`config.mk`:
```
export PLATFORM = sky130hd
export DESIGN_NAME = median_of_valid_samples
export DESIGN_NICKNAME = d
export VERILOG_FILES = /design/src/movs_pkg.sv /design/src/movs_datapath.sv /design/src/movs_control.sv /design/src/median_of_valid_samples.sv
export SDC_FILE = /design/constraint.sdc
export NUM_CORES = 1
export LEC_CHECK = 0
export BUFFER_PORTS_ARGS = -buffer_cell sky130_fd_sc_hd__buf_2
export CAP_MARGIN = 20
export CELL_PAD_IN_SITES_DETAIL_PLACEMENT = 0
export CELL_PAD_IN_SITES_GLOBAL_PLACEMENT = 1
export CORE_ASPECT_RATIO = 2
export CORE_MARGIN = 2
export CORE_UTILIZATION = 40
export CTS_CLUSTER_DIAMETER = 100
export DETAILED_ROUTE_END_ITERATION = 6
export PLACE_DENSITY = 0.64
export SYNTH_ARGS = -nofsm -noshare
export SYNTH_HDL_FRONTEND = slang
export SYNTH_SLANG_ARGS = --single-unit
```
`constraint.sdc`:
```
create_clock -name clock -period 11.2 [get_ports clock]
set_input_delay 0 -clock clock [delete_from_list [all_inputs] [get_ports clock]]
set_output_delay 0 -clock clock [all_outputs]
set_load 0.05 [all_outputs]
```
`src/movs_pkg.sv`:
```
package movs_pkg;

   localparam int MAX_SAMPLES = 7;
   localparam int DIST_W      = 16;
   localparam int CNT_W       = $clog2(MAX_SAMPLES + 1);
   localparam int IDX_W       = (MAX_SAMPLES > 1) ? $clog2(MAX_SAMPLES) : 1;

   typedef logic [DIST_W-1:0] dist_type;
   typedef logic [CNT_W-1:0]  cnt_type;
   typedef logic [IDX_W-1:0]  idx_type;

   typedef struct packed {
      logic accept;
      logic sel_step;
      logic load_out;
   } movs_cmd_type;

   typedef struct packed {
      logic hit;
   } movs_stat_type;

endpackage

```
`src/movs_datapath.sv`:
```
module movs_datapath (
   input  logic                     clock,
   input  logic                     reset,
   input  movs_pkg::movs_cmd_type   cmd,
   output movs_pkg::movs_stat_type  stat,
   input  movs_pkg::dist_type       req_distance,
   input  logic                     req_is_valid,
   input  logic                     req_last,
   output movs_pkg::dist_type       rsp_median,
   output logic                     rsp_found
);
   import movs_pkg::*;

   localparam cnt_type MAX_CNT = CNT_W'(MAX_SAMPLES);

   dist_type store_ff [MAX_SAMPLES];
   cnt_type  valid_count_ff, valid_count_in;
   cnt_type  items_seen_ff, items_seen_in;
   cnt_type  n_ff, n_in;
   idx_type  idx_ff, idx_in;
   dist_type median_ff;
   logic     found_ff;

   logic     store_we;
   cnt_type  cnt_next;
   dist_type cand;
   cnt_type  less_cnt;
   cnt_type  leq_cnt;
   cnt_type  half;
   logic     hit;

   // rank of the candidate among the stored words
   always_comb begin
      cand     = store_ff[idx_ff];
      less_cnt = '0;
      leq_cnt  = '0;
      for (int j = 0; j < MAX_SAMPLES; j++) begin
         if (CNT_W'(j) < n_ff) begin
            if (store_ff[j] < cand) begin
               less_cnt = less_cnt + CNT_W'(1);
            end
            if (store_ff[j] <= cand) begin
               leq_cnt = leq_cnt + CNT_W'(1);
            end
         end
      end
      half = n_ff >> 1;
      hit  = (n_ff == '0) || ((less_cnt <= half) && (half < leq_cnt));
   end

   assign stat.hit = hit;

   always_comb begin
      store_we       = 1'b0;
      cnt_next       = valid_count_ff;
      valid_count_in = valid_count_ff;
      items_seen_in  = items_seen_ff;
      n_in           = n_ff;
      idx_in         = idx_ff;
      if (cmd.accept) begin
         if (items_seen_ff < MAX_CNT) begin
            if (req_is_valid && (valid_count_ff < MAX_CNT)) begin
               store_we = 1'b1;
               cnt_next = valid_count_ff + CNT_W'(1);
            end
            items_seen_in = items_seen_ff + CNT_W'(1);
         end
         valid_count_in = cnt_next;
         if (req_last) begin
            n_in           = cnt_next;
            valid_count_in = '0;
            items_seen_in  = '0;
            idx_in         = '0;
         end
      end
      if (cmd.sel_step) begin
         idx_in = idx_ff + IDX_W'(1);
      end
   end

   always_ff @(posedge clock) begin
      if (reset) begin
         valid_count_ff <= '0;
         items_seen_ff  <= '0;
         n_ff           <= '0;
         idx_ff         <= '0;
      end else begin
         valid_count_ff <= valid_count_in;
         items_seen_ff  <= items_seen_in;
         n_ff           <= n_in;
         idx_ff         <= idx_in;
      end
   end

   always_ff @(posedge clock) begin
      if (store_we) begin
         store_ff[valid_count_ff[IDX_W-1:0]] <= req_distance;
      end
      if (cmd.load_out) begin
         median_ff <= (n_ff != '0) ? cand : '0;
         found_ff  <= (n_ff != '0);
      end
   end

   assign rsp_median = median_ff;
   assign rsp_found  = found_ff;

   a_count_le_seen : assert property (@(posedge clock) disable iff (reset)
      valid_count_ff <= items_seen_ff)
      else $error("more stored words than words seen");

   a_seen_bound : assert property (@(posedge clock) disable iff (reset)
      items_seen_ff <= MAX_CNT)
      else $error("run counter beyond limit");

   a_step_in_range : assert property (@(posedge clock) disable iff (reset)
      cmd.sel_step |-> (n_ff != '0) && (CNT_W'(idx_ff) + CNT_W'(1) < n_ff))
      else $error("candidate search ran past stored words");

   a_load_on_hit : assert property (@(posedge clock) disable iff (reset)
      cmd.load_out |-> hit && !cmd.sel_step)
      else $error("result loaded without a selected candidate");

endmodule

```
`src/movs_control.sv`:
```
module movs_control (
   input  logic                     clock,
   input  logic                     reset,
   input  logic                     req_valid,
   output logic                     req_ready,
   input  logic                     req_last,
   output logic                     rsp_valid,
   input  logic                     rsp_ready,
   output movs_pkg::movs_cmd_type   cmd,
   input  movs_pkg::movs_stat_type  stat
);
   import movs_pkg::*;

   typedef enum logic {
      IDLE,
      SELECT
   } state_type;

   state_type state_ff, state_in;
   logic      rsp_valid_ff, rsp_valid_in;
   logic      out_free;

   assign out_free  = !rsp_valid_ff || rsp_ready;
   assign req_ready = (state_ff == IDLE);
   assign rsp_valid = rsp_valid_ff;

   always_comb begin
      cmd          = '0;
      state_in     = state_ff;
      rsp_valid_in = rsp_ready ? 1'b0 : rsp_valid_ff;
      case (state_ff)
         IDLE: begin
            cmd.accept = req_valid;
            if (req_valid && req_last) begin
               state_in = SELECT;
            end
         end
         SELECT: begin
            if (!stat.hit) begin
               cmd.sel_step = 1'b1;
            end else if (out_free) begin
               cmd.load_out = 1'b1;
               rsp_valid_in = 1'b1;
               state_in     = IDLE;
            end
         end
         default: begin
            state_in = IDLE;
         end
      endcase
   end

   always_ff @(posedge clock) begin
      if (reset) begin
         state_ff     <= IDLE;
         rsp_valid_ff <= 1'b0;
      end else begin
         state_ff     <= state_in;
         rsp_valid_ff <= rsp_valid_in;
      end
   end

   a_no_accept_in_select : assert property (@(posedge clock) disable iff (reset)
      (state_ff == SELECT) |-> !cmd.accept)
      else $error("word taken during selection");

   a_load_returns_idle : assert property (@(posedge clock) disable iff (reset)
      cmd.load_out |=> (state_ff == IDLE) && rsp_valid_ff)
      else $error("result load did not present a word");

   a_last_starts_select : assert property (@(posedge clock) disable iff (reset)
      (cmd.accept && req_last) |=> (state_ff == SELECT))
      else $error("last word did not start selection");

endmodule

```
`src/median_of_valid_samples.sv`:
```
// median_of_valid_samples
// Input channel (req_): one distance word per handshake with a validity flag
// and a last marker. Only the first seven words of a run count; invalid ones
// are skipped but use up a place. Valid ones are stored.
// Result channel (rsp_): one word per run, sent after the word marked last:
// the upper median of the stored samples (rank count/2 in ascending order),
// or found = 0 and median = 0 when the run held no valid sample.
// Timing: words that are not last are taken back to back.
// After a last word the block tests one stored sample per cycle against all
// the others (compare-and-count unit) until it meets the median, then loads
// the result; n, the number of valid samples, is at most 7.
// req_ready is low during that search and until the result is loaded.
// The result sits in an output register; while the receiver stalls, the next
// run is taken in, and only the end of that next run waits for the register.
// Reset (synchronous, active high) empties the run and drops rsp_valid.
module median_of_valid_samples (
   input  logic                clock,
   input  logic                reset,
   input  logic                req_valid,
   output logic                req_ready,
   input  movs_pkg::dist_type  req_distance,
   input  logic                req_is_valid,
   input  logic                req_last,
   output logic                rsp_valid,
   input  logic                rsp_ready,
   output movs_pkg::dist_type  rsp_median,
   output logic                rsp_found
);
   import movs_pkg::*;

   movs_cmd_type  cmd;
   movs_stat_type stat;

   movs_control u_control (
      .clock     (clock),
      .reset     (reset),
      .req_valid (req_valid),
      .req_ready (req_ready),
      .req_last  (req_last),
      .rsp_valid (rsp_valid),
      .rsp_ready (rsp_ready),
      .cmd       (cmd),
      .stat      (stat)
   );

   movs_datapath u_datapath (
      .clock        (clock),
      .reset        (reset),
      .cmd          (cmd),
      .stat         (stat),
      .req_distance (req_distance),
      .req_is_valid (req_is_valid),
      .req_last     (req_last),
      .rsp_median   (rsp_median),
      .rsp_found    (rsp_found)
   );

endmodule

```
==> impl_metrics.json <==
{
  "gp_congestion": 0.916,
  "via_count": 6437,
  "async_flop_share": 0,
  "max_freq_mhz": 103,
  "ys.flop_type": "edfxtp_1",
  "synth_edf_count": 145,
  "overflow": 0,
  "wire_per_inst_um": 24.7,
  "p_leak_nw": 4.22,
  "first_pass_iters": 7,
  "drive_above_1_share": 0.179,
  "grt_pass1_wl_mm": 41.3,
  "dieArea_um2": 24900,
  "numCtsBuffers": 17,
  "synth.cell_area_um2": 9450,
  "grt_max_degree": 24,
  "ys_warn_count": 0,
  "hold_ws_ps": 134,
  "pwr_density_cell_nw_per_um2": 133,
  "io_buffers": 40,
  "final_common_cell": "edfxtp_1",
  "antenna_found_initial": 0,
  "ctsHtreeMaxLevel": 4,
  "worst-setup-path-type": "reg -> reg",
  "required_ps": 11260,
  "report.final.slew_viol_count": 0,
  "outcome": "finished clean",
  "fillers": 2094,
  "worstHoldPathType": "in -> reg",
  "critical_path.max_fanout": 23,
  "grt_pass1_vias": 6762,
  "track_usage": 0.229,
  "ctsRootBufferMaster": "clkbuf_16",
  "clkLatencyLatePin_ps": 440,
  "endpoint_kind": "register",
  "finalSetupTns_ps": 0,
  "drc": 0,
  "cp_common_cell": "ha_1",
  "place.detailed.hpwl_mm": 21.3,
  "critPathLaunchType": "register",
  "dr.first_iter.drc_count": 283,
  "antenna-diode-count": 0,
  "post-cts-setup-buffers": 0,
  "period_needed_ps": 9720,
  "ant_nets": 0,
  "num_rows": 79,
  "start_util": 0.407,
  "multiInputGateArea_um2": 4680,
  "area_growth_syn_to_layout_pct": 16.0,
  "placed_area_um2": 10200,
  "max_stage_delay_ps": 890,
  "setup_viol": 0,
  "synth_cells": 723,
  "finalPower_mw": 1.46,
  "core_area_um2": 23200,
  "hold_start": "req_valid",
  "totalWireLength_mm": 27.4,
  "mostFrequentLayoutCells": "edfxtp_1, ha_1, nand2_1",
  "skew_ps": 7.70,
  "ys_ff_latch": 162,
  "critPathSlowestCell": "dfxtp_2",
  "dieWidth_um": 113,
  "vias_per_cell": 5.79,
  "finalNetCount": 970,
  "period_share": 0.868,
  "clk_pin_slew_ps": 60,
  "hold_violations": 0,
  "cts_tree": "yes",
  "numClockSinks": 162,
  "max_slew_margin": 0.275,
  "utilization": 0.472,
  "postLayoutCellArea_um2": 11000,
  "ys_seq_area_frac": 0.497,
  "irDropWorstVdd_mv": 0.0812,
  "drv_cap": 0,
  "post_synth_num_cell_types": 63,
  "regArea_um2": 4700,
  "avgSynthCellArea_um2": 13.1,
  "die_y_um": 221,
  "cts_max_path_buffers": 2,
  "rsz0062_at_grt": "false",
  "num_io_pins": 41,
  "arrival_ps": 9780,
  "max_slew.worst_pin.slew_ps": 1080
}
final cells by class:
cell class,count,share of cell area
Clock inverter,10,0.0124
Timing Repair Buffer,81,0.0509
Clock buffer,20,0.0398
Sequential cell,162,0.428
Tap cell,283,0.0323
Inverter,26,0.00890
Multi-Input combinational cell,530,0.427
metrics by stage:
step	setup slack, ps	std cells
after detailed placement	1500	1062
after global routing	838	1112
after global placement	1680	1062
final	1480	1112
after floorplan	1930	738
after CTS	1450	1112
flip-flops by register name, indices dropped and copies added (netlist names), named ones only:
| signal | flops |
|---|---|
| u_datapath.store_ff | 128 |
| u_datapath.rsp_median | 16 |
| u_datapath.idx_ff | 3 |
| u_datapath.items_seen_ff | 3 |
| u_datapath.n_ff | 3 |
| u_datapath.valid_count_ff | 3 |
| u_control.rsp_valid | 1 |
| u_control.state_ff | 1 |
| u_datapath.rsp_found | 1 |
synthesized netlist by cell type (all sizes together) (4+ instances only):
master,count,share of area
a211oi,11,0.0087
a21o,8,0.0064
a21oi,40,0.021
a31oi,8,0.0053
and3,4,0.0032
buf,6,0.0024
clkbuf,14,0.0056
dfxtp,17,0.036
edfxtp,145,0.46
ha,130,0.17
inv,26,0.010
mux2,8,0.0095
mux2i,18,0.019
mux4,32,0.076
nand2,45,0.018
nand2b,9,0.0060
nand3,10,0.0053
nand4,21,0.015
nor2,45,0.018
nor2b,12,0.0079
nor3,10,0.0053
nor4,6,0.0046
o211ai,5,0.0040
o21a,8,0.0064
o21ai,25,0.013
or4,4,0.0036
xnor2,8,0.0074
xor2,5,0.0054
report_power, final:
part	total, mW	internal (mW)	switching [mW]
logic	0.201	0.0792	0.122
registers	0.686	0.675	0.0115
clock network	0.574	0.346	0.227
metal layers:
layer	GRT usage	up-vias	share of wire
met5	0	-	0
met4	0.121	0	0.051
met3	0.0362	49	0.028
met2	0.450	145	0.58
met1	0.221	3218	0.34
li1	-	3025	-
cell families (layout without fill, tap and decap cells):
group / Yosys count / count (layout) / share of synthesized area
mux: 58 / 58 / 0.105
fa+ha+maj: 130 / 130 / 0.172
simple gates: 174 / 174 / 0.0920
compound gates: 136 / 136 / 0.0955
flops: 162 / 162 / 0.497
other cells: 1 / 16 / 0.000397
buf+inv: 46 / 137 / 0.0183
xor+xnor: 16 / 16 / 0.0201
worst paths after layout:
check        cells past startpoint  slack [ps]                                       end
max                             30        1480   u_datapath.rsp_median[14]$_SDFFCE_PN0P_
min                              5         130  u_datapath.items_seen_ff[1]$_SDFFE_PP0P_
max reg2reg                     30        1480   u_datapath.rsp_median[14]$_SDFFCE_PN0P_
min reg2reg                      2         550  u_datapath.items_seen_ff[1]$_SDFFE_PP0P_
critical path, delay by kind of cell (launching register included):
family | cells | cell delay [ps]
and+or+nand+nor | 6 | 1700
adders and majority gates | 8 | 2290
AOI/OAI and AO/OA | 7 | 1250
muxes | 8 | 2780
buffers and inverters | 1 | 390
DFF | 1 | 890
what timing repair did:
item | CTS | global route
hold buffers | 20 | 0
endpoints found under the hold margin | 144 | 0
gates resized for setup | 0 | 0
No activity file was read; power rests on OpenSTA's default activity.
